### config.mk
export PLATFORM = sky130hd
export DESIGN_NAME = rosob_queue
export DESIGN_NICKNAME = d
export VERILOG_FILES = /design/src/design/rosob_pkg.sv /design/src/design/rosob_queue.sv
export SDC_FILE = /design/constraint.sdc
export NUM_CORES = 1
export LEC_CHECK = 0
export BUFFER_PORTS_ARGS = -buffer_cell sky130_fd_sc_hd__buf_2
export CORE_AREA = 2 2 117 119
export CTS_CLUSTER_DIAMETER = 150
export DETAILED_ROUTE_END_ITERATION = 8
export DIE_AREA = 0 0 119 121
export REMOVE_ABC_BUFFERS = 1
export SYNTH_ARGS = -nofsm -noshare
export SYNTH_HDL_FRONTEND = slang
export SYNTH_SLANG_ARGS = --single-unit
### constraint.sdc
create_clock -name clk -period 2.9 [get_ports clk]
set_input_delay 0.87 -clock clk [delete_from_list [all_inputs] [get_ports clk]]
set_output_delay 0.87 -clock clk [all_outputs]
set_load 0.05 [all_outputs]
### src/design/rosob_pkg.sv
// ----------------------------------------------------------------------------
// rosob_pkg
// Shared types, register codes, reset values and the blend arithmetic of the
// rectangle overlay blender.
// ----------------------------------------------------------------------------
`default_nettype none

package rosob_pkg;

	// Pixel coordinate as it arrives, and a widened form for edge sums.
	typedef logic signed [15:0] coord_t;
	typedef logic signed [17:0] wcoord_t;
	typedef logic [7:0]         chan_t;
	typedef logic [31:0]        rgba_t;

	// Channel 0 is red, 1 is green, 2 is blue.
	localparam int NUM_CHANS = 3;
	typedef chan_t [NUM_CHANS-1:0] rgb_t;

	// Blend operations in the order they are applied.
	localparam int NUM_OPS      = 7;
	localparam int OP_TOP       = 0;
	localparam int OP_BOTTOM    = 1;
	localparam int OP_LEFT      = 2;
	localparam int OP_RIGHT     = 3;
	localparam int OP_SH_RIGHT  = 4;
	localparam int OP_SH_BOTTOM = 5;
	localparam int OP_FILL      = 6;
	typedef logic [NUM_OPS-1:0] opmask_t;

	// One classified pixel: which blends apply and the background color.
	typedef struct packed {
		opmask_t ops;
		rgb_t    rgb;
	} item_t;

	// Configuration register file contents.
	typedef struct packed {
		coord_t left_edge;
		coord_t top_edge;
		coord_t right_edge;
		coord_t bottom_edge;
		chan_t  shadow_width;
		rgba_t  border_rgba;
		rgba_t  fill_rgba;
		rgba_t  shadow_rgba;
	} cfg_t;

	// Register indexes on the configuration port.
	localparam int CFG_IDX_W = 3;
	localparam logic [CFG_IDX_W-1:0] REG_LEFT_EDGE    = 3'd0;
	localparam logic [CFG_IDX_W-1:0] REG_TOP_EDGE     = 3'd1;
	localparam logic [CFG_IDX_W-1:0] REG_RIGHT_EDGE   = 3'd2;
	localparam logic [CFG_IDX_W-1:0] REG_BOTTOM_EDGE  = 3'd3;
	localparam logic [CFG_IDX_W-1:0] REG_SHADOW_WIDTH = 3'd4;
	localparam logic [CFG_IDX_W-1:0] REG_BORDER_RGBA  = 3'd5;
	localparam logic [CFG_IDX_W-1:0] REG_FILL_RGBA    = 3'd6;
	localparam logic [CFG_IDX_W-1:0] REG_SHADOW_RGBA  = 3'd7;

	// Reset values of the registers.
	localparam coord_t RST_LEFT_EDGE    = 16'sd0;
	localparam coord_t RST_TOP_EDGE     = 16'sd0;
	localparam coord_t RST_RIGHT_EDGE   = -16'sd1;
	localparam coord_t RST_BOTTOM_EDGE  = -16'sd1;
	localparam chan_t  RST_SHADOW_WIDTH = 8'd0;
	localparam rgba_t  RST_BORDER_RGBA  = 32'h0000_00ff;
	localparam rgba_t  RST_FILL_RGBA    = 32'hffff_ff00;
	localparam rgba_t  RST_SHADOW_RGBA  = 32'h0000_00ff;

	// Sign extension of a coordinate to the widened form.
	function automatic wcoord_t widen(input coord_t v);
		return {{2{v[15]}}, v};
	endfunction

	// Color byte of one channel; red sits in the top byte, alpha in the low.
	function automatic chan_t rgba_chan(input rgba_t c, input int ch);
		return c[31-8*ch -: 8];
	endfunction

	// ((255-a)*bg + c*a + 127) / 255. The sum stays below 2^16, where
	// (v + 1 + (v >> 8)) >> 8 equals v / 255 exactly.
	function automatic chan_t blend_chan(input chan_t bg, input chan_t c, input chan_t a);
		logic [15:0] p_bg;
		logic [15:0] p_c;
		logic [16:0] v;
		logic [16:0] t;
		p_bg = {8'd0, ~a} * {8'd0, bg};
		p_c  = {8'd0, c} * {8'd0, a};
		v    = {1'b0, p_bg} + {1'b0, p_c} + 17'd127;
		t    = v + 17'd1 + {8'd0, v[16:8]};
		return t[15:8];
	endfunction

endpackage

`default_nettype wire

### src/design/rosob_queue.sv
// ----------------------------------------------------------------------------
// rosob_queue
// Small register queue of classified pixel words between the front and the
// blend pipeline.
// ----------------------------------------------------------------------------
`default_nettype none

module rosob_queue #(
	parameter int Depth = 4
) (
	input  wire logic             clk,
	input  wire logic             arst_n,
	input  wire logic             push,
	input  wire rosob_pkg::item_t push_item,
	output logic                  full,
	input  wire logic             pop,
	output rosob_pkg::item_t      head,
	output logic                  empty
);
	import rosob_pkg::*;

	localparam int PtrW = (Depth > 1) ? $clog2(Depth) : 1;
	localparam int CntW = $clog2(Depth + 1);
	localparam logic [PtrW-1:0] LastPtr = PtrW'(Depth - 1);
	localparam logic [CntW-1:0] FullCnt = CntW'(Depth);

	item_t           entry_q [Depth];
	logic [PtrW-1:0] wr_ptr_q;
	logic [PtrW-1:0] rd_ptr_q;
	logic [CntW-1:0] count_q;

	assign full  = (count_q == FullCnt);
	assign empty = (count_q == '0);
	assign head  = entry_q[rd_ptr_q];

	// Pointers wrap at the last entry; the count tracks occupancy.
	always_ff @(posedge clk or negedge arst_n) begin
		if (!arst_n) begin
			wr_ptr_q <= '0;
			rd_ptr_q <= '0;
			count_q  <= '0;
		end else begin
			if (push) begin
				wr_ptr_q <= (wr_ptr_q == LastPtr) ? '0 : wr_ptr_q + 1'b1;
			end
			if (pop) begin
				rd_ptr_q <= (rd_ptr_q == LastPtr) ? '0 : rd_ptr_q + 1'b1;
			end
			if (push && !pop) begin
				count_q <= count_q + 1'b1;
			end else if (pop && !push) begin
				count_q <= count_q - 1'b1;
			end
		end
	end

	always_ff @(posedge clk) begin
		if (push) begin
			entry_q[wr_ptr_q] <= push_item;
		end
	end

endmodule

`default_nettype wire

==> results of run 1 <==
## registers in the layout, summed over array words and instances, names as in the netlist
name,flops
rd_ptr_q,2
wr_ptr_q,2
entry_q,124
count_q,3
## worst max-delay path by stage
stage | cells after the start | end | start
after global placement | 3 | head[13] | rd_ptr_q[0]$_DFFE_PN0P_
after CTS | 3 | head[13] | rd_ptr_q[0]$_DFFE_PN0P_
after global routing | 3 | head[13] | rd_ptr_q[0]$_DFFE_PN0P_
after detailed placement | 3 | head[13] | rd_ptr_q[0]$_DFFE_PN0P_
final | 3 | head[13] | rd_ptr_q[0]$_DFFE_PN0P_
after floorplan | 1 | head[13] | rd_ptr_q[0]$_DFFE_PN0P_
## synthesized netlist by cell type (all sizes together)
cell / count / area, µm²
edfxtp: 124 / 3720
mux4: 31 / 709
buf: 7 / 86.3
dfrtp: 7 / 175
ha: 6 / 75.1
and2: 4 / 25.0
inv: 4 / 15.0
mux2: 2 / 22.5
nand2: 2 / 7.51
nor2: 2 / 7.51
nor3: 2 / 10.0
o21ai: 2 / 10.0
xor2: 2 / 17.5
a21o: 1 / 7.51
fa: 1 / 20.0
nor3b: 1 / 7.51
xnor2: 1 / 8.76
## metrics by stage
| stage | power, W | TNS [ns] |
|---|---|---|
| global placement | 0.00501 | 0 |
| finish | 0.00683 | 0 |
| floorplan | 0.00439 | -4.77 |
| global route | 0.00714 | 0 |
| CTS | 0.00694 | 0 |
| detailed placement | 0.00504 | 0 |
## worst register-to-register path: stages, from the launching register on
cell and delay [ns]:
dfrtp_1 0.40, inv_1 0.10, ha_1 0.14, and2_2 0.45
buf_4 0.31
## placed cells by master (no fill, tap or decap), drive strengths merged, types with 3 or more instances in the layout
cell type,netlist,layout
and2,4,4
buf,7,75
clkbuf,0,21
clkinv,0,7
clkinvlp,0,3
dfrtp,7,7
edfxtp,124,124
ha,6,6
inv,4,4
mux4,31,31
## cells by family after synthesis
logic type | synth area share, %
DFF | 79.1
muxes | 14.9
buffers and inverters | 2.06
and+or+nand+nor | 1.17
adders and majority gates | 1.93
AOI/OAI and AO/OA | 0.355
xor gates and xnor gates | 0.533
## cell type report
class,instances,area share (%)
tap,176,3.64
sequential,131,64.4
multi-input combinational,57,15.4
clock buffer,21,7.27
timing repair buffer,75,7.56
inverter,4,0.248
clock inverter,11,1.47
## layer usage
layer / wire [µm] / up-vias
met2: 4090 / 57
met1: 3810 / 1164
li1: - / 1013
met5: 13 / -
met3: 375 / 13
met4: 118 / 2
## report_power, final
group	internal (W)	switching, W	total (W)
Sequential	0.00244	0.000122	0.00256
Clock	0.00116	0.000716	0.00188
Combinational	0.000771	0.00162	0.00239
==> impl_results.md, run 1 <==
- Dpl cells: 443
- Worst VDD drop: about 0.51 mV
- CTS root buffer: clkbuf_16
- CP endpoint kind: primary output
- Post-CTS setup buffers: 0
- Layout overhead on the synthesized area: 22.9%
- Met1 Usage GRT: 16.1%
- Clock buffer depth: 2
- Final setup viols: 0
- Worst Path Buf+Inv: 2
- GPL Wtd Cong: roughly 0.67
- FF-to-FF Start: wr_ptr_q[1]$_DFFE_PN0P_
- Busiest metal layer after global routing: met2
- Achievable Freq: ~0.37 GHz
- Max-slew headroom: around two thirds
- Cell row count: 42
- Run status: finished, final reports clean
- Setup WS post-layout: between 0.15 and 0.2 ns
- GRT met3 Usage: under 10%
- Post-Syn Area per Cell: 24.8 µm²
- CP peak stage delay: 0.58 ns
- DRT Wirelength: between 8000 and 9000 µm
- Vias in the first global route: ~2,400
- Remaining routing DRC violations: 0
- Post-place setup slack: between 0.5 and 0.6 ns
- RSZ-0062 raised after global routing: false
- WP data required: ~2 ns
- Yosys warnings: 0
- P_leak: 2.13 nW
- Die height: roughly 120 µm
- Placement Cell Area: roughly 5500 µm²
- Finished Core Util: a little under half
- PostCTS Resize Cnt: 0
- DR vias: approximately 2,200
- Final #Nets: 328
- TritonCTS clock tree: yes
- Pin count of the biggest net entering global routing: 26
- Non-filler cells, final: 475
- N_diodes: 0
- R2r endpoint: entry_q[1][26]$_DFFE_PP_
- Worst slew pin tran: 0.478 ns
- Final Cell Area: ~6100 µm²
- Starting density of the core: 37.7%
- Clock transition at path regs: about 0.05 ns
- CP Launch Type: register
- GRT Overall Usage: about 13%
- Hold slack final: between 0.2 and 0.3 ns
- Fin. Hold Viols: 0
- Slowest CP cell: mux4_1
- Worst r2r path cells: 4
- Initial antenna violation count: 1
- Antenna viol nets, final: 0
- Setup Crit Path Kind: register to primary output
- First-pass GRT wire length: about 13,000 µm
- R2R Setup Slk: 1.19 ns
- Sequential area share after synthesis: roughly four fifths
- Vias/cell: around 4.7
- CP top delay family: multiplexers
- I/O pins: roughly 70
- Hpwl dp: 5170 µm
- Worst hold path class: primary input to asynchronous set/reset pin
- Pwr per Cell Area: 1130 nW/µm²
- Fin. max-slew vios: 0
- Clk Latency, worst-skew pair: just over 0.4 ns
- Flop and latch count out of synthesis: approximately 130
- Die W: 119 µm
- CTS Buf Count: 17
- # fillers: 1,097
- Crit-path max FO: 12
- Layout Skew: around 0.0071 ns
- Layout cells sized above 1: 45.8%
- Core area: 13,100 µm²
- Post-CTS Hold Buffers: 0
- Cell Chain, Critical Path: buf_4 -> mux4_1 -> buf_2
- Arr. time, crit path: roughly 1.8 ns
- Final worst-path cycle share: roughly 93%
- Htree depth: 4
- Routed len/inst: around 18 µm
- Post-Synthesis Cells: about 200
- Multi-input logic area: ~930 µm²
- Final min period: around 2.7 ns
- CTS Sinks: 131
- Post-Syn Area: roughly 5000 µm²
- Synth unique cells: 20
- FF/Latch Area: between 3000 and 4000 µm²
- Overflow after GRT: 0
- Starting DRT DRC Count: roughly 150
- Number of port buffers: 67
- Max-capacitance violation count: 0
- Met2 Resource Use GR: roughly a fifth
- DRT Pass-1 Iters: 4
- Die area: about 14,000 µm²
Power figures use the tool's default switching activity.
==> inputs of run 2 (changes only) <==
--- a/config.mk
+++ b/config.mk
@@ -10,6 +10,7 @@
 export CTS_CLUSTER_DIAMETER = 150
 export DETAILED_ROUTE_END_ITERATION = 8
 export DIE_AREA = 0 0 119 121
+export PLACE_DENSITY = 0.52
 export REMOVE_ABC_BUFFERS = 1
 export SYNTH_ARGS = -nofsm -noshare
 export SYNTH_HDL_FRONTEND = slang
==> impl_results.md, run 2 (same netlist as run 1, synthesis figures left out) <==
- Pin count of the biggest net entering global routing: 32 (+23%)
- Routed len/inst: 18.1 µm (+2.0%)
- Max-slew headroom: 67.1% (-1.1 points)
- Commonest non-fill, non-tap cells in the layout: edfxtp_1, buf_2, mux4_2, clkbuf_16, ha_1
- Slowest CP cell: mux4_1
- DRT Wirelength: 8630 µm (+2.6%)
- Most common cell after layout, fill and taps aside: edfxtp_1
- Final worst-path cycle share: 95.3% (+1.8 points)
- N_diodes: 0 (unchanged)
- Fin. Hold Viols: 0 (unchanged)
- Remaining routing DRC violations: 0 (unchanged)
- Antenna viol nets, final: 0 (unchanged)
- TritonCTS clock tree: yes
- Final #Nets: 331 (+0.91%)
- Cell row count: 42 (unchanged)
- Achievable Freq: 0.362 GHz (-1.9%)
- CTS Buf Count: 17 (unchanged)
- Reg with most FFs: entry_q
- CP peak stage delay: 0.57 ns (about the same)
- CP Launch Type: register
- CTS Sinks: 131 (unchanged)
- Worst slew pin tran: 0.494 ns (+0.0159 ns)
- Setup Crit Path Kind: register to primary output
- WP data required: 2.03 ns (about the same)
- Fin. max-slew vios: 0 (unchanged)
- Layout overhead on the synthesized area: 24.7%
- Clock transition at path regs: 0.06 ns (about the same)
- Hpwl dp: 5160 µm (-0.26%)
- Vias in the first global route: 2,458 (+0.94%)
- I/O pins: 68 (unchanged)
- Largest register FFs: 124 (unchanged)
- CP endpoint kind: primary output
- Vias/cell: 4.65 (-1.8%)
- Core area: 13,100 µm² (unchanged)
- Initial antenna violation count: 1 (unchanged)
- CTS root buffer: clkbuf_16
- Starting density of the core: 37.7% (unchanged)
- Clk Latency, worst-skew pair: 0.41 ns (about the same)
- Pwr per Cell Area: 1150 nW/µm² (+2.4%)
- DR vias: 2,223 (-1.2%)
- Layout cells sized above 1: 47.4% (+1.5 points)
- DRT Pass-1 Iters: 4 (unchanged)
- Die W: 119 µm (unchanged)
- Layout Skew: 0.00660 ns (-0.000488 ns)
- Arr. time, crit path: 1.89 ns (+0.05 ns)
- Final min period: 2.76 ns (+0.0523 ns)
- Crit-path max FO: 19 (+7)
- Run status: finished, final reports clean
- Post-CTS Hold Buffers: 0 (unchanged)
- Die height: 121 µm (unchanged)
- Biggest regs: entry_q: 124 flops, count_q: 3 flops
- P_leak: 2.17 nW (+1.9%)
- GRT Overall Usage: 13.3% (+0.53 points)
- Cell Chain, Critical Path: buf_12 -> mux4_1 -> buf_2
- Worst VDD drop: 0.535 mV (+4.1%)
- Die area: 14,400 µm² (unchanged)
- Starting DRT DRC Count: 176 (+20%)
- Final setup viols: 0 (unchanged)
- Worst r2r path cells: 4 (unchanged)
- Worst hold path class: primary input to asynchronous set/reset pin
- Finished Core Util: 47.0% (+0.69 points)
- Number of port buffers: 67 (unchanged)
- Overflow after GRT: 0 (unchanged)
- GPL Wtd Cong: 0.674 (about the same)
- Clock buffer depth: 2 (unchanged)
- Max-capacitance violation count: 0 (unchanged)
- RSZ-0062 raised after global routing: false
- Hold slack final: 0.287 ns (-0.00400 ns)
- First-pass GRT wire length: 13,400 µm (+1.3%)
- Htree depth: 4 (unchanged)
-- run 2: cell count changes in the layout (fill, tap and decap cells not counted) --
cell / change
clkinv_4: +2
buf_4: +2
buf_6: +1
clkbuf_1: -3
clkinv_2: -2
bufinv_16: +2
clkinvlp_4: +1
-- run 2: area by class of cell --
type / count / area (µm²)
repair buffers: 78 / 484
clock buffers: 18 / 429
well taps: 176 / 220
multi-input cells: 57 / 933
inverters: 4 / 15.0
flip-flops and latches: 131 / 3900
fillers: 1100 / 6940
clock inverters: 14 / 164
-- run 2: through the flow --
step | setup slack (ns) | cells | TNS [ns] | power [W] | cell area, µm²
after floorplan | -0.282 | 192 | -4.77 | 0.00439 | 4840
after global placement | 0.461 | 442 | 0 | 0.00502 | 5520
after detailed placement | 0.457 | 442 | 0 | 0.00504 | 5520
after CTS | 0.00785 | 474 | 0 | 0.00718 | 6110
after global routing | 0.0621 | 478 | 0 | 0.00742 | 6150
final | 0.137 | 478 | 0 | 0.00710 | 6150
-- run 2: repair_timing --
item,CTS,global route
resized for setup,0,1
setup endpoints to repair,0,13
endpoints found under the hold margin,0,0
buffers inserted,0,4
-- run 2: report_power, final --
group	total [W]	internal (W)	switching, W
sequential	0.00258	0.00244	0.000144
clock	0.00211	0.00134	0.000770
combinational	0.00240	0.000799	0.00160
-- run 2: metal layers --
| layer | track usage [%] | up-vias | wire length, µm |
|---|---|---|---|
| met3 | 4.84 | 10 | 472 |
| met5 | 0 | - | 13 |
| li1 | - | 1017 | - |
| met1 | 15.7 | 1134 | 3710 |
| met4 | 7.14 | 2 | 119 |
| met2 | 21.2 | 60 | 4320 |
-- run 2: worst paths after layout --
path	from	to	slack, ns
worst min-delay path	arst_n	count_q[0]$_DFFE_PN0P_	0.29
worst min register to register	count_q[2]$_DFFE_PN0P_	count_q[2]$_DFFE_PN0P_	0.48
min in group clk	count_q[2]$_DFFE_PN0P_	count_q[2]$_DFFE_PN0P_	0.48
max in group asynchronous	arst_n	rd_ptr_q[1]$_DFFE_PN0P_	2.44
worst max-delay path	rd_ptr_q[0]$_DFFE_PN0P_	head[23]	0.14
worst max register to register	wr_ptr_q[1]$_DFFE_PN0P_	entry_q[1][15]$_DFFE_PP_	1.27
-- run 2: critical path, delay by kind of cell, from the launching register on --
| kind | cells | cell delay [ns] |
|---|---|---|
| buf+inv | 2 | 0.45 |
| mux | 1 | 0.57 |
| flops | 1 | 0.45 |
