--- src/design/rosob_pkg.sv ---
// ----------------------------------------------------------------------------
// rosob_pkg
// Shared types, register codes, reset values and the blend arithmetic of the
// rectangle overlay blender.
// ----------------------------------------------------------------------------
`default_nettype none

package rosob_pkg;

	// Pixel coordinate as it arrives, and a widened form for edge sums.
	typedef logic signed [15:0] coord_t;
	typedef logic signed [17:0] wcoord_t;
	typedef logic [7:0]         chan_t;
	typedef logic [31:0]        rgba_t;

	// Channel 0 is red, 1 is green, 2 is blue.
	localparam int NUM_CHANS = 3;
	typedef chan_t [NUM_CHANS-1:0] rgb_t;

	// Blend operations in the order they are applied.
	localparam int NUM_OPS      = 7;
	localparam int OP_TOP       = 0;
	localparam int OP_BOTTOM    = 1;
	localparam int OP_LEFT      = 2;
	localparam int OP_RIGHT     = 3;
	localparam int OP_SH_RIGHT  = 4;
	localparam int OP_SH_BOTTOM = 5;
	localparam int OP_FILL      = 6;
	typedef logic [NUM_OPS-1:0] opmask_t;

	// One classified pixel: which blends apply and the background color.
	typedef struct packed {
		opmask_t ops;
		rgb_t    rgb;
	} item_t;

	// Configuration register file contents.
	typedef struct packed {
		coord_t left_edge;
		coord_t top_edge;
		coord_t right_edge;
		coord_t bottom_edge;
		chan_t  shadow_width;
		rgba_t  border_rgba;
		rgba_t  fill_rgba;
		rgba_t  shadow_rgba;
	} cfg_t;

	// Register indexes on the configuration port.
	localparam int CFG_IDX_W = 3;
	localparam logic [CFG_IDX_W-1:0] REG_LEFT_EDGE    = 3'd0;
	localparam logic [CFG_IDX_W-1:0] REG_TOP_EDGE     = 3'd1;
	localparam logic [CFG_IDX_W-1:0] REG_RIGHT_EDGE   = 3'd2;
	localparam logic [CFG_IDX_W-1:0] REG_BOTTOM_EDGE  = 3'd3;
	localparam logic [CFG_IDX_W-1:0] REG_SHADOW_WIDTH = 3'd4;
	localparam logic [CFG_IDX_W-1:0] REG_BORDER_RGBA  = 3'd5;
	localparam logic [CFG_IDX_W-1:0] REG_FILL_RGBA    = 3'd6;
	localparam logic [CFG_IDX_W-1:0] REG_SHADOW_RGBA  = 3'd7;

	// Reset values of the registers.
	localparam coord_t RST_LEFT_EDGE    = 16'sd0;
	localparam coord_t RST_TOP_EDGE     = 16'sd0;
	localparam coord_t RST_RIGHT_EDGE   = -16'sd1;
	localparam coord_t RST_BOTTOM_EDGE  = -16'sd1;
	localparam chan_t  RST_SHADOW_WIDTH = 8'd0;
	localparam rgba_t  RST_BORDER_RGBA  = 32'h0000_00ff;
	localparam rgba_t  RST_FILL_RGBA    = 32'hffff_ff00;
	localparam rgba_t  RST_SHADOW_RGBA  = 32'h0000_00ff;

	// Sign extension of a coordinate to the widened form.
	function automatic wcoord_t widen(input coord_t v);
		return {{2{v[15]}}, v};
	endfunction

	// Color byte of one channel; red sits in the top byte, alpha in the low.
	function automatic chan_t rgba_chan(input rgba_t c, input int ch);
		return c[31-8*ch -: 8];
	endfunction

	// ((255-a)*bg + c*a + 127) / 255. The sum stays below 2^16, where
	// (v + 1 + (v >> 8)) >> 8 equals v / 255 exactly.
	function automatic chan_t blend_chan(input chan_t bg, input chan_t c, input chan_t a);
		logic [15:0] p_bg;
		logic [15:0] p_c;
		logic [16:0] v;
		logic [16:0] t;
		p_bg = {8'd0, ~a} * {8'd0, bg};
		p_c  = {8'd0, c} * {8'd0, a};
		v    = {1'b0, p_bg} + {1'b0, p_c} + 17'd127;
		t    = v + 17'd1 + {8'd0, v[16:8]};
		return t[15:8];
	endfunction

endpackage

`default_nettype wire

--- src/design/rosob_front.sv ---
// ----------------------------------------------------------------------------
// rosob_front
// Input stage: registers one pixel word and classifies it against the
// rectangle edges, shadow bands and interior, then hands it to the queue.
// ----------------------------------------------------------------------------
`default_nettype none

module rosob_front (
	input  wire logic              clk,
	input  wire logic              arst_n,
	input  wire rosob_pkg::cfg_t   cfg,
	input  wire logic              in_valid,
	output logic                   in_stall,
	input  wire rosob_pkg::coord_t pixel_x,
	input  wire rosob_pkg::coord_t pixel_y,
	input  wire rosob_pkg::chan_t  in_red,
	input  wire rosob_pkg::chan_t  in_green,
	input  wire rosob_pkg::chan_t  in_blue,
	output logic                   push,
	output rosob_pkg::item_t       push_item,
	input  wire logic              full
);
	import rosob_pkg::*;

	logic    valid_s1;
	coord_t  x_s1;
	coord_t  y_s1;
	rgb_t    rgb_s1;
	logic    load;
	wcoord_t x, y, x0, y0, x1, y1, s;
	logic    in_cull, rows_mid, cols_span;
	opmask_t ops;

	// The stage takes a new word whenever its current one can leave.
	assign in_stall = valid_s1 && full;
	assign load     = in_valid && !in_stall;
	assign push     = valid_s1 && !full;

	always_ff @(posedge clk or negedge arst_n) begin
		if (!arst_n) begin
			valid_s1 <= 1'b0;
		end else if (load) begin
			valid_s1 <= 1'b1;
		end else if (push) begin
			valid_s1 <= 1'b0;
		end
	end

	always_ff @(posedge clk) begin
		if (load) begin
			x_s1   <= pixel_x;
			y_s1   <= pixel_y;
			rgb_s1 <= {in_blue, in_green, in_red};
		end
	end

	// Region tests on widened coordinates so that edge sums cannot wrap.
	always_comb begin
		x  = widen(x_s1);
		y  = widen(y_s1);
		x0 = widen(cfg.left_edge);
		y0 = widen(cfg.top_edge);
		x1 = widen(cfg.right_edge);
		y1 = widen(cfg.bottom_edge);
		s  = {10'd0, cfg.shadow_width};

		in_cull   = (x0 <= x) && (y0 <= y) && (x1 + s >= x) && (y1 + s >= y);
		rows_mid  = (y >= y0 + 18'sd1) && (y <= y1 - 18'sd1);
		cols_span = (x >= x0) && (x <= x1);

		ops               = '0;
		ops[OP_TOP]       = cols_span && (y == y0);
		ops[OP_BOTTOM]    = cols_span && (y == y1);
		ops[OP_LEFT]      = (x == x0) && rows_mid;
		ops[OP_RIGHT]     = (x == x1) && rows_mid;
		ops[OP_SH_RIGHT]  = (s != '0) && (x >= x1 + 18'sd1) && (x <= x1 + s)
			&& (y >= y0 + s) && (y <= y1 + s);
		ops[OP_SH_BOTTOM] = (s != '0) && (x >= x0 + s) && (x <= x1)
			&& (y >= y1 + 18'sd1) && (y <= y1 + s);
		ops[OP_FILL]      = (x >= x0 + 18'sd1) && (x <= x1 - 18'sd1) && rows_mid;

		push_item.ops = in_cull ? ops : '0;
		push_item.rgb = rgb_s1;
	end

endmodule

`default_nettype wire

--- config.mk ---
export PLATFORM = sky130hd
export DESIGN_NAME = rosob_front
export DESIGN_NICKNAME = d
export VERILOG_FILES = /design/src/design/rosob_pkg.sv /design/src/design/rosob_front.sv
export SDC_FILE = /design/constraint.sdc
export NUM_CORES = 1
export LEC_CHECK = 0
export BUFFER_PORTS_ARGS = -buffer_cell sky130_fd_sc_hd__buf_2
export CAP_MARGIN = 20
export CORE_MARGIN = 8
export CORE_UTILIZATION = 50
export DETAILED_ROUTE_END_ITERATION = 6
export PLACE_DENSITY = 0.76
export REMOVE_ABC_BUFFERS = 1
export SYNTH_ARGS = -nofsm -noshare
export SYNTH_HDL_FRONTEND = slang
export SYNTH_SLANG_ARGS = --single-unit
--- constraint.sdc ---
create_clock -name clk -period 4.54 [get_ports clk]
set_input_delay 0.454 -clock clk [delete_from_list [all_inputs] [get_ports clk]]
set_output_delay 0.454 -clock clk [all_outputs]
set_load 0.005 [all_outputs]
==> results of run 1 <==
-- path summary, 6_finish.rpt --
check,end,slack (ps),cells after the start
worst max-delay path,push_item[29],-110,20
worst min-delay path,y_s1[10],270,1
max in group asynchronous,valid_s1,4030,2
worst min register to register,valid_s1,700,2
min in group asynchronous,valid_s1,420,2
worst max register to register,y_s1[6],2370,3
-- repair_timing --
action	in CTS	in global routing
gates resized for setup	36	17
endpoints found under the hold margin	1	0
setup endpoints to repair	7	7
pin swaps	29	19
hold buffers	1	0
setup buffers	9	6
-- cell usage in the layout (no fill, tap or decap), drive strengths merged, types with 3 or more instances in the layout --
| cell type | count |
|---|---|
| ha | 254 |
| buf | 231 |
| xnor2 | 111 |
| inv | 87 |
| a21oi | 80 |
| nor2 | 78 |
| nand3 | 60 |
| edfxtp | 56 |
| nand2 | 56 |
| a21o | 43 |
| xor2 | 43 |
| nand4 | 42 |
| nor3 | 40 |
| o21ai | 34 |
| nor2b | 19 |
| a211oi | 14 |
| and3 | 13 |
| nor4 | 13 |
| or3 | 10 |
| clkbuf | 9 |
| nand2b | 8 |
| o21bai | 7 |
| o211ai | 7 |
| and4 | 7 |
| o21a | 6 |
| a211o | 4 |
| a31oi | 4 |
| a31o | 4 |
| fa | 4 |
| o31ai | 3 |
| nand4b | 3 |
| a21boi | 3 |
| o22ai | 3 |
-- registers in the layout, summed over array words and instances (netlist names) --
name / flops
valid_s1: 1
push_item: 24
y_s1: 16
x_s1: 16
-- power by group through the flow --
stage	Clock, W	Combinational (W)	Sequential (W)
after global routing	0.000729	0.00122	0.000668
after global placement	0	0.000988	0.000674
after detailed placement	0	0.00102	0.000675
after CTS	0.000705	0.00106	0.000664
after floorplan	0	0.000661	0.000658
final	0.000690	0.00109	0.000665
-- critical path: stages --
cell      delay [ps]
buf_2            170
ha_1             310
a21o_1           180
a21oi_2          170
o21bai_1         110
a31o_2           270
a31oi_1          210
buf_4            180
nor2_1            60
xnor2_1          130
ha_1             330
nand3_2          110
or3_4            370
o22ai_4          160
nor3_2            80
nor2_2           140
buf_4            130
nand4_1          150
nor4b_2          310
buf_2            170
-- stage by stage --
step	hold WS (ps)	cell area [um^2]
after floorplan	158	10000
after global placement	229	11600
after detailed placement	232	11600
after CTS	258	12100
after global routing	256	12200
final	266	12200
-- layout make-up --
cell class / instances / area share
Sequential cell: 57 / 0.140
Clock buffer: 9 / 0.0185
Clock inverter: 7 / 0.00503
Inverter: 84 / 0.0259
Timing Repair Buffer: 232 / 0.113
Tap cell: 270 / 0.0277
Multi-Input combinational cell: 1003 / 0.670
-- logic make-up after synthesis --
group,count (synthesis)
flops,57
mux,2
compound gates,230
simple gates,359
xor+xnor,154
fa+ha+maj,258
buf+inv,107
-- metal layers --
metal	share of wire	track usage	vias up
li1	-	-	4754
met1	0.45	0.315	4511
met2	0.46	0.405	288
met3	0.070	0.0369	38
met4	0.019	0.0678	2
met5	0.00036	0	-
==> out/summary.txt, run 1 <==
Final WS setup: -112 ps
CTS tree: built
Clk buf depth: 2
Flops & latches, synth: 57
Post-layout power: 0.00244 W
TritonCTS Buffers: 9
CTS Root Cell: clkbuf_16
Register area: 1710 um^2
Most used flip-flop cell after synthesis: edfxtp_1
Setup violators final: 7
Gpl congestion: 0.948
Net switching power: 0.000946 W
Status: complete, but fails checks
Pre-CTS WS: -371 ps
Post-route DRC violation count: 0
PortBufs: 164
Post-Syn Instances: 1167
Seq pwr share: 0.272
Layout fillers: 1818
Die Area: 25000 um^2
Largest net degree at the start of global routing: 31
Synth Area in Simple Gates: 0.184
Yosys cell types: 64
Drt wl/cell: 18.3 um
Final critical-path share of the clock period: 1.02
EDFF count, synth: 56
Leakage power: 5.68 nW
Failing checks: negative setup slack
Leading area contributor after synthesis: ha_1
Int Power: 0.00150 W
Register area share after synthesis: 0.169
Final Routed Wirelength: 30.4 mm
Post-Synth Adder-Cell Area: 0.322
Most instantiated cells after synthesis: ha_1, xnor2_1, inv_1, a21oi_1, nor2_1
GRT Util Overall: 0.241
Sw Ratio: 0.387
Yosys warnings: 0
Synth Area in Compound Gates: 0.148
Measured slew at the worst slew-check pin: 909 ps
Synth top area share: 0.315
Hold path start: pixel_y[10]
Routed Antenna Nets: 0
Diode count: 0
Combinational Power Share: 0.446
1st-pass router iterations: 6
Worst Path Required: 4090 ps
H-tree depth: 3
Layout cells sized above 1: 0.213
Critical path origin: cfg[97]
Number of max-cap violations: 0
P&R area growth vs syn: 20.7%
Crit path time final: 4650 ps
Worst-path fanout max: 5
Crit Path Category: in2out
Clock group share of total power: 0.282
Layout Utilization: 0.609
Crit path launch type: primary input
Most numerous cell in the Yosys netlist: ha_1
Placed cells: 1630
Final Hold Fails: 0
Largest family of logic cells by synthesized area: adder cells
Max-slew violation count: 0
Die H: 158 um
Die Span X: 158 um
Initial antenna violation count: 1
Pwr dens: 200 nW/um^2
Synth Area in XOR/XNOR: 0.133
Core ar.: 20000 um^2
Vias: 9593
Worst EP arrival: 4200 ps
Max VDD drop: 173 uV
IO Pins: 261
Fin cells: 1662
Number of core rows: 52
Vias in the first global route: 9589
Top cells by area, synth: ha_1, edfxtp_1, xnor2_1
Reg-to-reg critical path startpoint: valid_s1
Fmax achieved: 0.215 GHz
RSZ-0062 raised after global routing: yes
Iter 0 DRT Violations: 480
Global route overflow: 0
Relative slew margins: 0.393
Multi-input combinational cell area: 8170 um^2
Syn Area/Cell: 8.66 um^2
First-pass GRT wire length: 47.9 mm
Nets@finish: 1873
Post-Syn Area: 10100 um^2
Starting density of the core: 0.504
Setup_tns: -366 ps
Crit end category: output port
Clk Latency, worst-skew pair: 360 ps
Mux share of post-synthesis cell area: 0.00211
Clock sink total: 57
Clk_skew: 12.3 ps
Post-synthesis async set-or-reset flop share: 0.0175
Post-DR vias/cell: 5.77
Worst-path clk slew: 80 ps
Hpwl dp: 24.6 mm
Worst min path class: in2reg
(Power assumes the default switching activity.)
==> run 2, diff against run 1 <==
==> constraint.sdc (replaced) <==
create_clock -name clk -period 4.5 [get_ports clk]
set_input_delay 0.45 -clock clk [delete_from_list [all_inputs] [get_ports clk]]
set_output_delay 0.45 -clock clk [all_outputs]
set_load 0.005 [all_outputs]
==> run 2 against run 1 <==
Effect of this change:
- the run still ends with negative setup slack left
- flip-flop and latch count did not move
- global-route usage fell by 0.55 points
- clock skew rose by 1.7 ps
- design area fell by 0.11%
- sequential power rose by 1%
- first-iteration DRC count rose by 38%
- clock power rose by 0.6%
- via count fell by 0.30%
- worst hold slack got worse by 4.1 ps
- clock-buffer cell count did not move
- highest routed layer is now met4
==> out/summary.txt, run 2 (synthesis gave the netlist of run 1 again) <==
Fin cells: 1655 (-0.42%)
Layout Utilization: 0.608 (-0.000686)
Worst min path class: in2reg
Iter 0 DRT Violations: 662 (+38%)
Hpwl dp: 24.5 mm (-0.60%)
Crit end category: output port
Clk Latency, worst-skew pair: 360 ps (about the same)
Clock group share of total power: 0.283 (about the same)
Max VDD drop: 159 uV (-8.1%)
Global route overflow: 0 (unchanged)
Net switching power: 0.000948 W (+0.15%)
PortBufs: 164 (unchanged)
Critical path origin: cfg[96]
Failing checks: negative setup slack
Drt wl/cell: 18.1 um (-1.1%)
Post-DR vias/cell: 5.78 (+0.12%)
Die Span X: 158 um (unchanged)
Final Hold Fails: 0 (unchanged)
CTS Root Cell: clkbuf_16
Starting density of the core: 0.504 (unchanged)
Fmax achieved: 0.214 GHz
IO Pins: 261 (unchanged)
Layout fillers: 1843 (+1.4%)
Sw Ratio: 0.387 (about the same)
Commonest non-fill, non-tap cell in the layout: ha_1
Vias: 9564 (-0.30%)
Post-layout power: 0.00245 W (+0.22%)
Gpl congestion: 0.937 (-1.1%)
Number of max-cap violations: 0 (unchanged)
1st-pass router iterations: 5 (-1)
Crit path time final: 4670 ps
First-pass GRT wire length: 46.6 mm (-2.9%)
Die Area: 25000 um^2 (unchanged)
Combinational Power Share: 0.442 (-0.004)
Reg-to-reg critical path startpoint: valid_s1
Initial antenna violation count: 0 (-1)
TritonCTS Buffers: 9 (unchanged)
Core ar.: 20000 um^2 (unchanged)
Measured slew at the worst slew-check pin: 877 ps (-32.1 ps)
Layout cells sized above 1: 0.213 (+0.000353)
Relative slew margins: 0.414 (+0.0215)
Worst-path fanout max: 4 (-1)
Worst Path Required: 4050 ps (-40 ps)
Vias in the first global route: 9368 (-2.3%)
Worst-path clk slew: 80 ps (about the same)
Number of core rows: 52 (unchanged)
Clk buf depth: 2 (unchanged)
Dpl cell area: 11600 um^2 (about the same)
H-tree depth: 3 (unchanged)
Clock sink total: 57 (unchanged)
Int Power: 0.00150 W (+0.26%)
GRT Util Overall: 0.236 (-0.00552)
Pwr dens: 201 nW/um^2 (+0.33%)
Max-slew violation count: 0 (unchanged)
Routed Antenna Nets: 0 (unchanged)
Final Routed Wirelength: 29.9 mm (-1.5%)
Setup violators final: 7 (unchanged)
CTS tree: built
RSZ-0062 raised after global routing: yes
Post-route DRC violation count: 0 (unchanged)
Leakage power: 5.65 nW (-0.47%)
Nets@finish: 1866 (-0.37%)
Hold path start: pixel_y[12]
Highest-count cells in the layout ignoring fill and taps: ha_1, buf_2, xnor2_1
Status: complete, but fails checks
Final WS setup: -172 ps (-60.1 ps)
Diode count: 0 (unchanged)
Die H: 158 um (unchanged)
Crit path launch type: primary input
Crit Path Category: in2out
Final design area excluding fillers: 12200 um^2 (-0.11%)
Placed cells: 1631 (+0.061%)
Seq pwr share: 0.275 (+0.003)
Clk_skew: 14.0 ps (+1.74 ps)
Largest net degree at the start of global routing: 31 (unchanged)
Largest register FFs: 24 (unchanged)
P&R area growth vs syn: 20.6%
Worst EP arrival: 4220 ps (+20 ps)
Final critical-path share of the clock period: 1.04
==> run 2: cell types whose count changed in the layout (fill, tap and decap cells not counted), moves of 2 or more <==
cell,before,now
nor2_4,5,7
nor2_1,70,68
buf_4,65,57
o21ai_0,34,32
==> run 2: final cells by class <==
class / count / area, um^2 / area share
Tap cell: 270 / 338 / 0.0277
Clock buffer: 9 / 225 / 0.0185
Clock inverter: 7 / 61.3 / 0.00503
Sequential cell: 57 / 1710 / 0.140
Timing Repair Buffer: 225 / 1330 / 0.109
Multi-Input combinational cell: 1003 / 8200 / 0.673
Inverter: 84 / 315 / 0.0259
==> run 2: repair_timing <==
action / 4_1_cts / 5_1_grt
setup endpoints to repair: 7 / 7
buffers inserted: 2 / 5
endpoints found under the hold margin: 1 / 0
resized for setup: 29 / 35
hold buffers: 1 / 0
pin swaps: 22 / 22
==> run 2: path summary, 6_finish.rpt <==
| check | to | slack, ps | depth (start not counted) |
|---|---|---|---|
| setup / recovery | push_item[24] | -170 | 23 |
| hold / removal | y_s1[12] | 260 | 1 |
| setup reg to reg | push_item[12] | 2350 | 3 |
| hold reg to reg | valid_s1 | 710 | 2 |
| max in group asynchronous | valid_s1 | 3990 | 2 |
| min in group asynchronous | valid_s1 | 430 | 2 |
==> run 2: critical path, cell delays in order <==
cell,delay (ps)
buf_12,110
ha_4,160
fa_2,340
a21o_1,180
a21oi_2,180
nor2b_1,70
o21a_1,190
o41ai_2,200
buf_4,200
buf_6,140
nor2_4,40
xnor2_1,130
ha_1,340
and4_4,190
buf_6,110
a211oi_2,190
a211oi_2,120
a31oi_1,170
nand4_1,170
buf_4,190
buf_6,130
nor2_4,90
buf_2,120
==> run 2: per-stage QoR <==
stage	hold WS [ps]	setup TNS [ps]	setup slack, ps
final	262	-869	-172
after global routing	249	-2270	-402
after CTS	255	-681	-155
after detailed placement	232	-2260	-409
after global placement	225	-1820	-322
after floorplan	154	0	94.4
==> run 2: power by group through the flow <==
stage	sequential, W	clock [W]	combinational [W]
detailed placement	0.000682	0	0.00102
global placement	0.000682	0	0.000991
finish	0.000673	0.000694	0.00108
global route	0.000676	0.000731	0.00122
floorplan	0.000664	0	0.000667
CTS	0.000672	0.000708	0.00105
==> run 2: routing by layer <==
metal | up-vias | wire (um) | global-route usage
met2 | 322 | 13500 | 0.377
li1 | 4734 | - | -
met4 | 0 | 745 | 0.0867
met3 | 58 | 2060 | 0.0399
met1 | 4450 | 13600 | 0.313
met5 | - | 0 | 0
==> run 3, diff against run 2 <==
--- a/config.mk
+++ b/config.mk
@@ -9,6 +9,7 @@
 export CAP_MARGIN = 20
 export CORE_MARGIN = 8
 export CORE_UTILIZATION = 50
+export CTS_BUF_LIST = sky130_fd_sc_hd__clkbuf_8
 export DETAILED_ROUTE_END_ITERATION = 6
 export PLACE_DENSITY = 0.76
 export REMOVE_ABC_BUFFERS = 1
==> run 3 against run 2 <==
Effect of this change:
- the flow still finishes with violations (negative setup slack)
- non-clock buffer count up 4
- via count up 0.61%
- core utilization shrank 0.47 points
==> out/summary.txt, run 3 (synthesis gave the netlist of run 1 again) <==
Status: complete, but fails checks
Failing checks: negative setup slack
PortBufs: 164 (unchanged)
Worst EP arrival: 4200 ps (-20 ps)
Max-slew violation count: 0 (unchanged)
P&R area growth vs syn: 19.6%
Combinational Power Share: 0.481 (+0.039)
Clock sink total: 57 (unchanged)
Layout cells sized above 1: 0.212 (-0.000613)
First-pass GRT wire length: 46.6 mm (+0.13%)
Vias: 9622 (+0.61%)
Iter 0 DRT Violations: 669 (+1.1%)
Largest net degree at the start of global routing: 31 (unchanged)
Measured slew at the worst slew-check pin: 893 ps (+16.1 ps)
CTS Root Cell: clkbuf_8
Crit path launch type: primary input
Core ar.: 20000 um^2 (unchanged)
Clk_skew: 17.8 ps (+3.79 ps)
Net switching power: 0.000919 W (-3.0%)
Hold WS: 233 ps (-29.5 ps)
Nets@finish: 1870 (+0.21%)
Number of core rows: 52 (unchanged)
Reg-to-reg critical path startpoint: valid_s1
Clock group share of total power: 0.220 (-0.063)
Post-route DRC violation count: 0 (unchanged)
Clk Latency, worst-skew pair: 380 ps (+20 ps)
IO Pins: 261 (unchanged)
Commonest non-fill, non-tap cell in the layout: ha_1
R2R setup slack: 2330 ps (-20 ps)
Crit Path Category: in2out
Gpl congestion: 0.937 (unchanged)
Crit end category: output port
Pre-CTS WS: -409 ps (unchanged)
Die H: 158 um (unchanged)
Hold path start: pixel_y[10]
Sw Ratio: 0.409 (+0.0220)
Global route overflow: 0 (unchanged)
RSZ-0062 raised after global routing: yes
Final WS setup: -145 ps (+26.8 ps)
Initial antenna violation count: 0 (unchanged)
Placed cells: 1631 (unchanged)
Final design area excluding fillers: 12100 um^2 (-0.78%)
Diode count: 0 (unchanged)
Worst min path class: in2reg
Seq pwr share: 0.299 (+0.024)
Final Routed Wirelength: 29.9 mm (about the same)
Worst Path Required: 4050 ps (about the same)
Highest-count cells in the layout ignoring fill and taps: ha_1, buf_2, xnor2_1
Max VDD drop: 131 uV (-17%)
Hold depth: 1 (unchanged)
Die Span X: 158 um (unchanged)
H-tree depth: 3 (unchanged)
Die Area: 25000 um^2 (unchanged)
Post-DR vias/cell: 5.80 (+0.36%)
Pwr dens: 186 nW/um^2 (-7.5%)
Routed Antenna Nets: 0 (unchanged)
R2R Path End: push_item[12]
Starting density of the core: 0.504 (unchanged)
1st-pass router iterations: 5 (unchanged)
Vias in the first global route: 9393 (+0.27%)
Hpwl dp: 24.5 mm (unchanged)
Worst-path clk slew: 110 ps (+30 ps)
Fmax achieved: 0.215 GHz (+0.58%)
GRT Util Overall: 0.236 (about the same)
Leakage power: 5.62 nW (-0.47%)
CTS tree: built
Worst-path fanout max: 3 (-1)
Crit path time final: 4650 ps (-26.8 ps)
Dpl cell area: 11600 um^2 (unchanged)
TritonCTS Buffers: 9 (unchanged)
Largest register FFs: 24 (unchanged)
Fin cells: 1659 (+0.24%)
Drt wl/cell: 18.0 um (-0.21%)
Final Hold Fails: 0 (unchanged)
Final critical-path share of the clock period: 1.03 (-0.00595)
Hold Path Sink: y_s1[10]
Setup violators final: 7 (unchanged)
Int Power: 0.00133 W (-11%)
Number of max-cap violations: 0 (unchanged)
Clk buf depth: 2 (unchanged)
Relative slew margins: 0.403 (-0.0107)
Worst R2R Path Depth: 3 (unchanged)
[run 3: cell count changes in the layout (fill, tap and decap cells not counted), moves of 2 or more]
cell	previous run	this run
nor2_4	7	5
a21oi_2	5	3
clkbuf_8	0	9
a21oi_1	75	77
clkbuf_16	9	0
nor2_1	68	70
buf_6	7	5
buf_4	57	63
[run 3: final cells by class]
type	instances	area [um^2]
multi-input combinational	1003	8190
timing repair buffer	229	1360
tap	270	338
clock buffer	9	124
clock inverter	7	61.3
sequential	57	1710
fill	1849	7950
inverter	84	315
[run 3: worst max path at each step]
stage	start	endpoint	slack, ps	cells past startpoint
global placement	cfg[96]	push_item[28]	-320	22
global route	cfg[96]	push_item[29]	-390	21
finish	cfg[96]	push_item[29]	-150	20
CTS	cfg[104]	push_item[28]	-150	22
detailed placement	cfg[96]	push_item[28]	-410	22
floorplan	cfg[96]	push_item[29]	90	17
[run 3: through the flow]
stage,utilization,power (W),TNS [ps]
5_1_grt,0.603,0.00242,-1930
3_5_place_dp,0.577,0.00171,-2260
4_1_cts,0.596,0.00223,-546
6_report,0.603,0.00225,-642
2_1_floorplan,-,0.00133,0
3_3_place_gp,0.577,0.00167,-1820
[run 3: timing repair]
action	4_1_cts	5_1_grt
hold endpoints to repair	1	0
buffers inserted	4	7
gates resized for setup	38	19
pin swaps	33	12
gates cloned	0	0
endpoints found under the setup margin	7	7
hold buffers	1	0
[run 3: per-layer routing]
metal | wire length, um | up-vias | share of wire | track usage
li1 | - | 4738 | - | -
met2 | 13400 | 346 | 0.45 | 0.378
met5 | 0 | - | 0 | 0
met3 | 2330 | 69 | 0.078 | 0.0385
met4 | 866 | 0 | 0.029 | 0.0853
met1 | 13300 | 4469 | 0.45 | 0.313
[run 3: critical path: stages]
cell and delay, ps:
buf_12 110, ha_4 160, fa_2 340, a21o_1 190, a21oi_2 150, nor2b_1 60
o21a_1 200, o41ai_2 200, buf_4 190, nor3_4 40, xnor2_1 130, ha_1 290
a21o_1 190, a211o_1 290, a211oi_2 230, a211oi_2 110, a31oi_1 190, nand4_1 190
nor4b_2 300, buf_2 170
[run 3: power by group through the flow]
| stage | combinational (W) | sequential, W | clock (W) |
|---|---|---|---|
| after floorplan | 0.000667 | 0.000664 | 0 |
| after global placement | 0.000991 | 0.000682 | 0 |
| after detailed placement | 0.00102 | 0.000682 | 0 |
| after CTS | 0.00105 | 0.000671 | 0.000509 |
| after global routing | 0.00122 | 0.000675 | 0.000529 |
| final | 0.00108 | 0.000673 | 0.000494 |
